--- src/hw/rtl/slc_pkg.sv ---
`timescale 1ns / 1ps
// ----------------------------------------------------------------------------
// slc_pkg: shared constants for the scalar literal classifier
// Kind codes, character codes and the special-literal spelling table.
// ----------------------------------------------------------------------------
package slc_pkg;

  localparam int unsigned KindW = 3;
  localparam int unsigned NumSpecial = 6;
  localparam int unsigned IntMaxLen = 12;

  localparam logic [KindW-1:0] KIND_CHAR    = 3'd0;
  localparam logic [KindW-1:0] KIND_INT     = 3'd1;
  localparam logic [KindW-1:0] KIND_FLOAT   = 3'd2;
  localparam logic [KindW-1:0] KIND_DOUBLE  = 3'd3;
  localparam logic [KindW-1:0] KIND_SPECIAL = 3'd4;
  localparam logic [KindW-1:0] KIND_INVALID = 3'd5;

  localparam logic [7:0] CH_QUOTE = 8'h27;
  localparam logic [7:0] CH_PLUS  = 8'h2B;
  localparam logic [7:0] CH_MINUS = 8'h2D;
  localparam logic [7:0] CH_DOT   = 8'h2E;
  localparam logic [7:0] CH_ZERO  = 8'h30;
  localparam logic [7:0] CH_NINE  = 8'h39;
  localparam logic [7:0] CH_UC_E  = 8'h45;
  localparam logic [7:0] CH_UC_F  = 8'h46;
  localparam logic [7:0] CH_LC_E  = 8'h65;
  localparam logic [7:0] CH_LC_F  = 8'h66;
  localparam logic [7:0] CH_LC_I  = 8'h69;
  localparam logic [7:0] CH_LC_N  = 8'h6E;
  localparam logic [7:0] CH_LC_A  = 8'h61;

  // nan, nanf, +inf, -inf, +inff, -inff
  localparam logic [2:0] SPECIAL_LEN [NumSpecial] = '{3'd3, 3'd4, 3'd4, 3'd4, 3'd5, 3'd5};

  // spelling of special literal k at position p (p below 5)
  function automatic logic [7:0] special_char(input logic [2:0] k, input logic [2:0] p);
    logic [7:0] ch;
    ch = 8'h00;
    case (k)
      3'd0, 3'd1: begin
        case (p)
          3'd0:    ch = CH_LC_N;
          3'd1:    ch = CH_LC_A;
          3'd2:    ch = CH_LC_N;
          3'd3:    ch = CH_LC_F;
          default: ch = 8'h00;
        endcase
      end
      default: begin
        case (p)
          3'd0:    ch = (k == 3'd2 || k == 3'd4) ? CH_PLUS : CH_MINUS;
          3'd1:    ch = CH_LC_I;
          3'd2:    ch = CH_LC_N;
          3'd3:    ch = CH_LC_F;
          3'd4:    ch = CH_LC_F;
          default: ch = 8'h00;
        endcase
      end
    endcase
    return ch;
  endfunction

endpackage

--- src/hw/rtl/slc_track.sv ---
`timescale 1ns / 1ps
// ----------------------------------------------------------------------------
// slc_track: per-token tracking state and verdict logic
// Updates the token flags for one request and forms the kind on the last one.
// ----------------------------------------------------------------------------
module slc_track
  import slc_pkg::*;
#(
  parameter int unsigned MaxLen = 255
) (
  input  logic             clk_i,
  input  logic             rst_ni,
  input  logic             step_i,
  input  logic [7:0]       char_code_i,
  input  logic             last_char_i,
  output logic [KindW-1:0] kind_o
);

  localparam int unsigned CntW = $clog2(MaxLen + 1);
  localparam logic [CntW-1:0] CntMax = CntW'(MaxLen);

  typedef struct packed {
    logic dead;
    logic pend;
    logic dig;
    logic exp;
    logic dot;
  } scan_t;

  typedef struct packed {
    logic f;
    logic exp;
    logic dot;
  } seen_t;

  logic [CntW-1:0]       cnt_q, cnt_d;
  logic [7:0]            first_q, first_d;
  logic                  tq_q, tq_d;
  logic [NumSpecial-1:0] pm_q, pm_d;
  seen_t                 seen_q, seen_d;
  logic                  ido_q, ido_d;
  scan_t                 scan_q, scan_d;

  logic c_digit, c_sign, c_dot, c_e, c_f, pos0, scan_ok, special;
  scan_t s1;

  assign c_digit = (char_code_i >= CH_ZERO) && (char_code_i <= CH_NINE);
  assign c_sign  = (char_code_i == CH_PLUS) || (char_code_i == CH_MINUS);
  assign c_dot   = (char_code_i == CH_DOT);
  assign c_e     = (char_code_i == CH_LC_E) || (char_code_i == CH_UC_E);
  assign c_f     = (char_code_i == CH_LC_F) || (char_code_i == CH_UC_F);
  assign pos0    = (cnt_q == '0);

  always_comb begin
    first_d = pos0 ? char_code_i : first_q;
    tq_d    = tq_q | ((cnt_q == CntW'(2)) && (char_code_i == CH_QUOTE));
    for (int k = 0; k < NumSpecial; k++) begin
      pm_d[k] = pm_q[k] && (cnt_q < CntW'(SPECIAL_LEN[k]))
              && (special_char(3'(k), cnt_q[2:0]) == char_code_i);
    end
    seen_d.dot = seen_q.dot | c_dot;
    seen_d.exp = seen_q.exp | c_e;
    seen_d.f   = seen_q.f | c_f;
    ido_d      = ido_q & (c_digit | (pos0 & c_sign));
    cnt_d      = (cnt_q < CntMax) ? cnt_q + CntW'(1) : cnt_q;

    s1      = scan_q;
    s1.pend = 1'b0;
    scan_d  = scan_q;
    if (!scan_q.dead) begin
      if ((scan_q.pend || pos0) && c_sign) begin
        scan_d = s1;
      end else if (c_digit) begin
        scan_d     = s1;
        scan_d.dig = 1'b1;
      end else if (c_dot && !s1.dot && !s1.exp) begin
        scan_d     = s1;
        scan_d.dot = 1'b1;
      end else if (c_e && !s1.exp && s1.dig) begin
        scan_d      = s1;
        scan_d.exp  = 1'b1;
        scan_d.pend = 1'b1;
        scan_d.dig  = 1'b0;
      end else if (c_f && last_char_i) begin
        scan_d = s1;
      end else begin
        scan_d      = s1;
        scan_d.dead = 1'b1;
      end
    end
  end

  always_comb begin
    special = 1'b0;
    for (int k = 0; k < NumSpecial; k++) begin
      if (pm_d[k] && (cnt_d == CntW'(SPECIAL_LEN[k]))) begin
        special = 1'b1;
      end
    end
    scan_ok = !scan_d.dead && scan_d.dig;
    kind_o  = KIND_INVALID;
    if (special) begin
      kind_o = KIND_SPECIAL;
    end else if (seen_d == '0) begin
      if (((cnt_d == CntW'(1)) && !((first_d >= CH_ZERO) && (first_d <= CH_NINE))) ||
          ((cnt_d == CntW'(3)) && (first_d == CH_QUOTE) && tq_d)) begin
        kind_o = KIND_CHAR;
      end else if (ido_d && (cnt_d < CntW'(IntMaxLen))) begin
        kind_o = KIND_INT;
      end
    end else if (seen_d.f) begin
      if (scan_ok) kind_o = KIND_FLOAT;
    end else begin
      if (scan_ok) kind_o = KIND_DOUBLE;
    end
  end

  always_ff @(posedge clk_i or negedge rst_ni) begin
    if (!rst_ni) begin
      cnt_q   <= '0;
      first_q <= '0;
      tq_q    <= 1'b0;
      pm_q    <= '1;
      seen_q  <= '0;
      ido_q   <= 1'b1;
      scan_q  <= '0;
    end else if (step_i) begin
      if (last_char_i) begin
        cnt_q   <= '0;
        first_q <= '0;
        tq_q    <= 1'b0;
        pm_q    <= '1;
        seen_q  <= '0;
        ido_q   <= 1'b1;
        scan_q  <= '0;
      end else begin
        cnt_q   <= cnt_d;
        first_q <= first_d;
        tq_q    <= tq_d;
        pm_q    <= pm_d;
        seen_q  <= seen_d;
        ido_q   <= ido_d;
        scan_q  <= scan_d;
      end
    end
  end

endmodule

--- src/hw/rtl/scalar_literal_classifier.sv ---
`timescale 1ns / 1ps
// ----------------------------------------------------------------------------
// scalar_literal_classifier: numeric literal lexer
// Classifies a token streamed one character per request.
//
//   channel | signals                                   | direction
//   in      | in_valid_i, in_stall_o, char_code_i,      | request in
//           | last_char_i                               |
//   out     | out_valid_o, out_stall_i, literal_kind_o  | request out
//
// One character per cycle unless the output stalls; a kind leaves through the
// input register, then the result register, after the last character is taken.
// Reset clears the token state and both valid flags. A stall on a valid output
// freezes both stages and is passed back to in_stall_o in the same cycle.
// ----------------------------------------------------------------------------
module scalar_literal_classifier
  import slc_pkg::*;
#(
  parameter int unsigned MAX_LEN = 255
) (
  input  logic             clk_i,
  input  logic             rst_ni,
  input  logic             in_valid_i,
  output logic             in_stall_o,
  input  logic [7:0]       char_code_i,
  input  logic             last_char_i,
  output logic             out_valid_o,
  input  logic             out_stall_i,
  output logic [KindW-1:0] literal_kind_o
);

  logic             adv;
  logic             iv_q;
  logic [7:0]       ch_q;
  logic             last_q;
  logic             ov_q;
  logic [KindW-1:0] kind_q;
  logic [KindW-1:0] kind_d;

  assign adv        = !(ov_q && out_stall_i);
  assign in_stall_o = !adv;

  slc_track #(
    .MaxLen (MAX_LEN)
  ) u_track (
    .clk_i       (clk_i),
    .rst_ni      (rst_ni),
    .step_i      (adv && iv_q),
    .char_code_i (ch_q),
    .last_char_i (last_q),
    .kind_o      (kind_d)
  );

  always_ff @(posedge clk_i or negedge rst_ni) begin
    if (!rst_ni) begin
      iv_q <= 1'b0;
      ov_q <= 1'b0;
    end else if (adv) begin
      iv_q <= in_valid_i;
      ov_q <= iv_q && last_q;
    end
  end

  always_ff @(posedge clk_i) begin
    if (adv) begin
      ch_q   <= char_code_i;
      last_q <= last_char_i;
      kind_q <= kind_d;
    end
  end

  assign out_valid_o    = ov_q;
  assign literal_kind_o = kind_q;

endmodule

--- config.mk ---
export PLATFORM = sky130hd
export DESIGN_NAME = scalar_literal_classifier
export DESIGN_NICKNAME = d
export VERILOG_FILES = /design/src/hw/rtl/slc_pkg.sv /design/src/hw/rtl/slc_track.sv /design/src/hw/rtl/scalar_literal_classifier.sv
export SDC_FILE = /design/constraint.sdc
export NUM_CORES = 1
export LEC_CHECK = 0
export BUFFER_PORTS_ARGS = -buffer_cell sky130_fd_sc_hd__buf_2
export CORE_MARGIN = 2
export CORE_UTILIZATION = 45
export DETAILED_ROUTE_END_ITERATION = 10
export PLACE_DENSITY = 0.67
export SETUP_SLACK_MARGIN = 0.02
export SYNTH_ARGS = -nofsm -noshare
export SYNTH_HDL_FRONTEND = slang
export SYNTH_HIERARCHICAL = 1
export SYNTH_SLANG_ARGS = --single-unit
export TNS_END_PERCENT = 1
--- constraint.sdc ---
create_clock -name clk_i -period 3.8 [get_ports clk_i]
set_input_delay 0.57 -clock clk_i [delete_from_list [all_inputs] [get_ports clk_i]]
set_output_delay 0.57 -clock clk_i [all_outputs]
set_load 0.02 [all_outputs]
==> results of run 1 <==
[per-stage QoR]
step | std cells | worst slack [ns] | hold WS [ns] | cell area, sq um
2_1_floorplan | 323 | 1.24 | 0.274 | 2980
3_3_place_gp | 401 | 0.901 | 0.449 | 3070
3_5_place_dp | 401 | 0.859 | 0.453 | 3070
4_1_cts | 409 | 0.852 | 0.367 | 3180
5_1_grt | 409 | 0.588 | 0.404 | 3180
6_report | 409 | 0.835 | 0.318 | 3180
[layer usage]
metal / wire length (um) / global-route usage, % / up-vias
met5: 0 / 0 / -
met4: 142 / 7.22 / 0
met3: 399 / 3.50 / 14
met2: 3140 / 30.2 / 87
met1: 3380 / 29.6 / 1167
li1: - / - / 1218
[cells by family after synthesis]
kind of cell,count (synthesis),share of synthesized area (%)
simple gates,130,24.0
fa+ha+maj,6,2.52
buf+inv,33,5.26
compound gates,96,22.7
mux,8,3.36
xor+xnor,4,1.18
flops,46,41.0
[area by class of cell]
type,count,area share (%)
Tap cell,77,3.03
Sequential cell,46,38.3
Multi-Input combinational cell,244,50.2
Clock buffer,5,2.16
Clock inverter,3,1.38
Timing Repair Buffer,19,3.14
Inverter,15,1.77
[sequential cells by signal (all words and copies together) (netlist names), 3 cells and up]
| register | cells |
|---|---|
| ch_q | 8 |
| literal_kind_o | 3 |
| u_track/cnt_q | 8 |
| u_track/first_q | 8 |
| u_track/pm_q | 6 |
| u_track/s1 | 4 |
| u_track/seen_q | 3 |
[Yosys cell counts, drive strengths merged (5+ instances only)]
cell type	number	area [sq um]
o2bb2ai	10	87.6
nand4	7	50.1
nor2	28	105
nand3	6	35.0
dfrtp	27	676
ha	6	75.1
edfxtp	12	360
buf	9	66.3
dfstp	7	184
a21oi	23	119
a22oi	9	67.6
o21ai	17	85.1
clkbuf	9	33.8
nor3	15	75.1
nand2	34	130
or2	5	31.3
inv	15	56.3
and3	5	31.3
mux2i	5	62.6
[worst paths after layout]
kind / end / slack, ns / cells after the start
worst min-delay path: u_track/cnt_q[2] / 0.32 / 1
worst max-delay path: literal_kind_o[1] / 0.83 / 9
worst max register to register: literal_kind_o[1] / 0.83 / 9
max in group asynchronous: u_track/seen_q[2] / 2.97 / 1
worst min register to register: u_track/pm_q[1] / 0.47 / 2
min in group clk_i: ch_q[2] / 0.43 / 1
[report_power, final]
group | internal, W | leakage [nW] | switching [W]
logic | 0.000285 | 0.702 | 0.000370
registers | 0.000627 | 0.557 | 0.000133
clock network | 0.000197 | 0.0585 | 0.000184
[critical path, stage by stage, from the launching register on]
cell and delay (ns):
dfrtp_1 0.70, inv_2 0.14, ha_1 0.33, nor3_1 0.32, nor2_1 0.15, o21ai_0 0.19
nand3_1 0.10, a311oi_1 0.45, a221oi_2 0.13, and4_1 0.22
==> results.ini, run 1 <==
[floorplan]
start_util_pct=46.6
die_h_um=85.3
coreArea_sq_mm=0.00639
rows=29
io_pins=18
die_w_um=85.3
dieArea_sq_mm=0.00728

[layout]
layout-drive-gt1-share_pct=17.2
antenna_cells=0
nNetsFinal=350
layout_common_cells=nand2_1 (33), nor2_1 (28), dfrtp_1 (27), a21oi_1 (22), buf_2 (17)
register_area_sq_mm=0.00122
syn2layout_area_growth_pct=7.02
multi_input_area_sq_mm=0.00160
final_common_cell=nand2_1
fill_cells=606
fin_util_pct=49.9

[logic_synthesis]
synthDistinctLibCells=74
synth_nets=342
syn_avg_cell_area_sq_um=9.21
synth_area_sq_mm=0.00298
synth_edf_count=12
ys_warn_count=6
synth_flop_cell=dfrtp_1
synthCells=323
ys_ff_latch=46
synthArstFlopShare_pct=73.9
ys_seq_area_share_pct=41.0

[placement]
place.port_buffers=17
hpwl_um=4850
place_congestion=0.848

[clocking]
cts_resized=0
htreeDepth=2
cts_tree=built
postCtsHoldBufs=0
cts_made_buffers=5
cts_sinks=46
cts.clk_slew.worst_paths_ns=0.10
clock-root-buffer=clkbuf_8
cts_buffer_depth=2
clock_latency_ns=0.31
cts_setup_buffers=0

[setup_path]
start_kind=flop
cp.required_ns=3.88
crit_arrival_ns=3.04
crit_path_max_fanout=16
crit_path_end_kind=flop
crit_path_start=u_track/cnt_q[0]
crit_type=flop to flop
r2r_start=u_track/cnt_q[0]

[power_and_ir_drop]
finalPower_w=0.00180
leakagePower_nw=1.32
irDropWorstVdd_uv=408
power_density_mw_per_mm2=564

[timing]
tightest_slew_ns=0.780
fmax_mhz=337
fin_crit_ns=2.97
finalCritPeriodShare_pct=78.0
relSlewSlack_pct=48.0
maxSlewViolCount=0
setup_viol=0
hold_violations=0
tns_ns=0
fin_skew_ns=0.0102
rsz0062_at_grt=false

[route]
drt-wirelength-per-cell_um=17.3
vias=2486
avgViaCountPerCell=6.08
routed_wl_um=7060
drc=0
dr.pass1.iters=5
drtIter0Drc=269
antenna_left=0

[grt]
grt_max_degree=35
overflow=0
grt_usage_pct=20.2
grt_pass1_wl_um=11600
antenna_found_initial=0
grt_pass1_vias=2275

[hold_path]
hold_path.class=primary input to async pin

[run_status]
status=finished, final reports clean

[flow_run]
maxCapViolations=0

No activity file was read; power rests on OpenSTA's default activity.
==> run 2, diff against run 1 <==
Settings changed: ABC_AREA from default to 1.
Clock period 3.8 ns to 2.73 ns, I/O delays scaled along.
==> results.ini, run 2 <==
[hold_path]
hold_path.class=primary input to async pin  ; unchanged

[logic_synthesis]
ys_top_cells_by_count=nand2_1 (116), inv_1 (54), nand3_1 (41), nor2_1 (41), dfrtp_1 (27)  ; was nand2_1 (33), nor2_1 (28), dfrtp_1 (27), a21oi_1 (22), nor3_1 (15)
ys_seq_area_share_pct=41.6  ; was 41.0%
synthCells=404  ; was 323
ys_ff_latch=46  ; unchanged
synthArstFlopShare_pct=73.9  ; unchanged
synth_area_leaders=dfrtp_1 (23%), nand2_1 (15%), edfxtp_1 (12%)  ; was dfrtp_1 (23%), edfxtp_1 (12%), dfstp_2 (6.2%)
synth_edf_count=12  ; unchanged
synthDistinctLibCells=37  ; was 74
synth_area_sq_mm=0.00293  ; was 0.00298 sq mm
yosys.area.top_type=dfrtp_1  ; unchanged
synth_nets=423  ; was 342
syn_avg_cell_area_sq_um=7.26  ; was 9.21 sq um
ys_warn_count=6  ; unchanged
yosysMostFrequentCell=nand2_1  ; unchanged
synth_largest_type_area_fraction_pct=23.0  ; was 22.7%
synth_flop_cell=dfrtp_1  ; unchanged

[floorplan]
io_pins=18  ; unchanged
die_w_um=84.7  ; was 85.3 um
die_h_um=84.7  ; was 85.3 um
start_util_pct=46.4  ; was 46.6%
rows=29  ; unchanged
coreArea_sq_mm=0.00631  ; was 0.00639 sq mm
dieArea_sq_mm=0.00718  ; was 0.00728 sq mm

[timing]
relSlewSlack_pct=49.0  ; was 48.0%
finalCritPeriodShare_pct=87.9  ; was 78.0%
fin_crit_ns=2.40  ; was 2.97 ns
fmax_mhz=417  ; was 337 MHz
setup_slack_ns=0.330  ; was 0.835 ns
rsz0062_at_grt=false  ; unchanged
maxSlewViolCount=0  ; unchanged
hold_violations=0  ; unchanged
fin_skew_ns=0.00954  ; was 0.0102 ns
tns_ns=0  ; unchanged
setup_viol=0  ; unchanged
tightest_slew_ns=0.765  ; was 0.780 ns

[layout]
finalInstanceArea_sq_mm=0.00318  ; about the same
nNetsFinal=442  ; was 350
final_common_cell=nand2_1  ; unchanged
layout_common_cells=nand2_1 (116), inv_1 (54), nand3_1 (41), nor2_1 (41), dfrtp_1 (27)  ; was nand2_1 (33), nor2_1 (28), dfrtp_1 (27), a21oi_1 (22), buf_2 (17)
final_cells=501  ; was 409
syn2layout_area_growth_pct=8.41  ; was 7.02%
layout-drive-gt1-share_pct=15.3  ; was 17.2%
antenna_cells=0  ; unchanged
top_regs=ch_q (8), u_track/cnt_q (8), u_track/first_q (8)  ; unchanged

[grt]
grt_pass1_wl_um=11700  ; was 11600 um
antenna_found_initial=0  ; unchanged
overflow=0  ; unchanged
grt_usage_pct=20.2  ; about the same
grt_pass1_vias=2578  ; was 2275
grt_max_degree=35  ; unchanged

[placement]
hpwl_um=5030  ; was 4850 um
place_congestion=0.894  ; was 0.848
dp.cells=493  ; was 401
dp_slack_ns=0.367  ; was 0.859 ns
place_area_sq_mm=0.00309  ; was 0.00307 sq mm
place.port_buffers=17  ; unchanged

[clocking]
clock_latency_ns=0.30  ; was 0.31 ns
cts_sinks=46  ; unchanged
cts_made_buffers=5  ; unchanged
htreeDepth=2  ; unchanged
cts_buffer_depth=2  ; unchanged
cts_resized=0  ; unchanged
cts.clk_slew.worst_paths_ns=0.09  ; was 0.10 ns
cts_setup_buffers=0  ; unchanged
clock-root-buffer=clkbuf_8  ; unchanged
cts_tree=built  ; unchanged
postCtsHoldBufs=0  ; unchanged

[setup_path]
r2r_cells=10  ; was 9
crit_arrival_ns=2.47  ; was 3.04 ns
critPathSlowestCell=dfrtp_1  ; unchanged
crit_path_end_kind=flop  ; unchanged
crit_type=flop to flop  ; unchanged
crit_chain=inv_1 -> ha_1 -> nor2_1 -> nand2_1 -> o21ai_0 -> nand4_1 -> nor2_2 -> a21oi_2 -> nand2_1 -> nor2_1  ; was inv_2 -> ha_1 -> nor3_1 -> nor2_1 -> o21ai_0 -> nand3_1 -> a311oi_1 -> a221oi_2 -> and4_1
cp.required_ns=2.80  ; was 3.88 ns
critPathMaxStageDelay_ns=0.54  ; was 0.70 ns
crit_path_max_fanout=9  ; was 16
start_kind=flop  ; unchanged

[route]
antenna_left=0  ; unchanged
drc=0  ; unchanged
drt-wirelength-per-cell_um=13.4  ; was 17.3 um
dr.pass1.iters=4  ; was 5
vias=2651  ; was 2486
drtIter0Drc=108  ; was 269
routed_wl_um=6690  ; was 7060 um
avgViaCountPerCell=5.29  ; was 6.08

[power_and_ir_drop]
irDropWorstVdd_uv=342  ; was 408 uV
leakagePower_nw=1.60  ; was 1.32 nW
finalPower_w=0.00251  ; was 0.00180 W
power_density_mw_per_mm2=791  ; was 564 mW/mm^2

[run_status]
status=finished, final reports clean  ; unchanged

[flow_run]
maxCapViolations=0  ; unchanged

run 2: changes by cell type after synthesis, moves of 7 or more:
cell,delta
o21ai_0,+7
nor2_1,+13
inv_1,+41
a21oi_1,-13
nand3_1,+36
o2bb2ai_1,-10
nor3_1,-13
nand2_1,+83
run 2: layout make-up:
class	count	area, sq um
clock inverter	3	23.8
tap	77	96.3
multi-input combinational	289	1430
clock buffer	5	68.8
sequential	46	1220
fill	647	3140
inverter	61	229
timing repair buffer	20	108
run 2: through the flow:
stage          hold slack, ns  util [%]
2_1_floorplan           0.114         -
3_3_place_gp            0.472      48.9
3_5_place_dp            0.495      48.9
4_1_cts                 0.205      50.3
5_1_grt                 0.243      50.3
6_report                0.171      50.3
run 2: power by group:
group          total, W  internal (W)  switching [W]  leakage [nW]
clock          0.000433      0.000183       0.000250        0.0408
sequential     0.000964      0.000869      0.0000957         0.561
combinational   0.00112      0.000380       0.000737          1.00
total           0.00251       0.00143        0.00108          1.60
run 2: cell families after synthesis:
kind of cell / share of synthesized area, %
AO/OA/AOI/OAI: 10.9
XOR/XNOR: 0.299
adder cells (fa/ha/maj): 2.56
buffers and inverters: 9.52
flip-flops: 41.6
AND/OR/NAND/NOR: 35.1
run 2: final timing paths:
path                                   from           endpoint  slack, ns
max in group asynchronous            rst_ni       u_track/tq_q       2.07
min in group clk_i           char_code_i[1]            ch_q[1]       0.27
max reg2reg                u_track/cnt_q[2]  literal_kind_o[1]       0.33
max                        u_track/cnt_q[2]  literal_kind_o[1]       0.33
min reg2reg                 u_track/pm_q[4]    u_track/pm_q[4]       0.51
min                                  rst_ni   u_track/cnt_q[6]       0.17
run 2: layer usage:
metal	global-route usage, %	up-vias	share of wire, %
met2	32.1	71	46
li1	-	1338	-
met4	6.64	0	1.0
met1	27.9	1232	47
met5	0	-	0
met3	4.03	10	5.5
run 2: worst max-delay path, delay by kind of cell, from the launching register on:
| family | cells | cell delay, ns |
|---|---|---|
| adder cells (fa/ha/maj) | 1 | 0.25 |
| buffers and inverters | 1 | 0.21 |
| flip-flops | 1 | 0.54 |
| AND/OR/NAND/NOR | 6 | 0.82 |
| AO/OA/AOI/OAI | 2 | 0.35 |
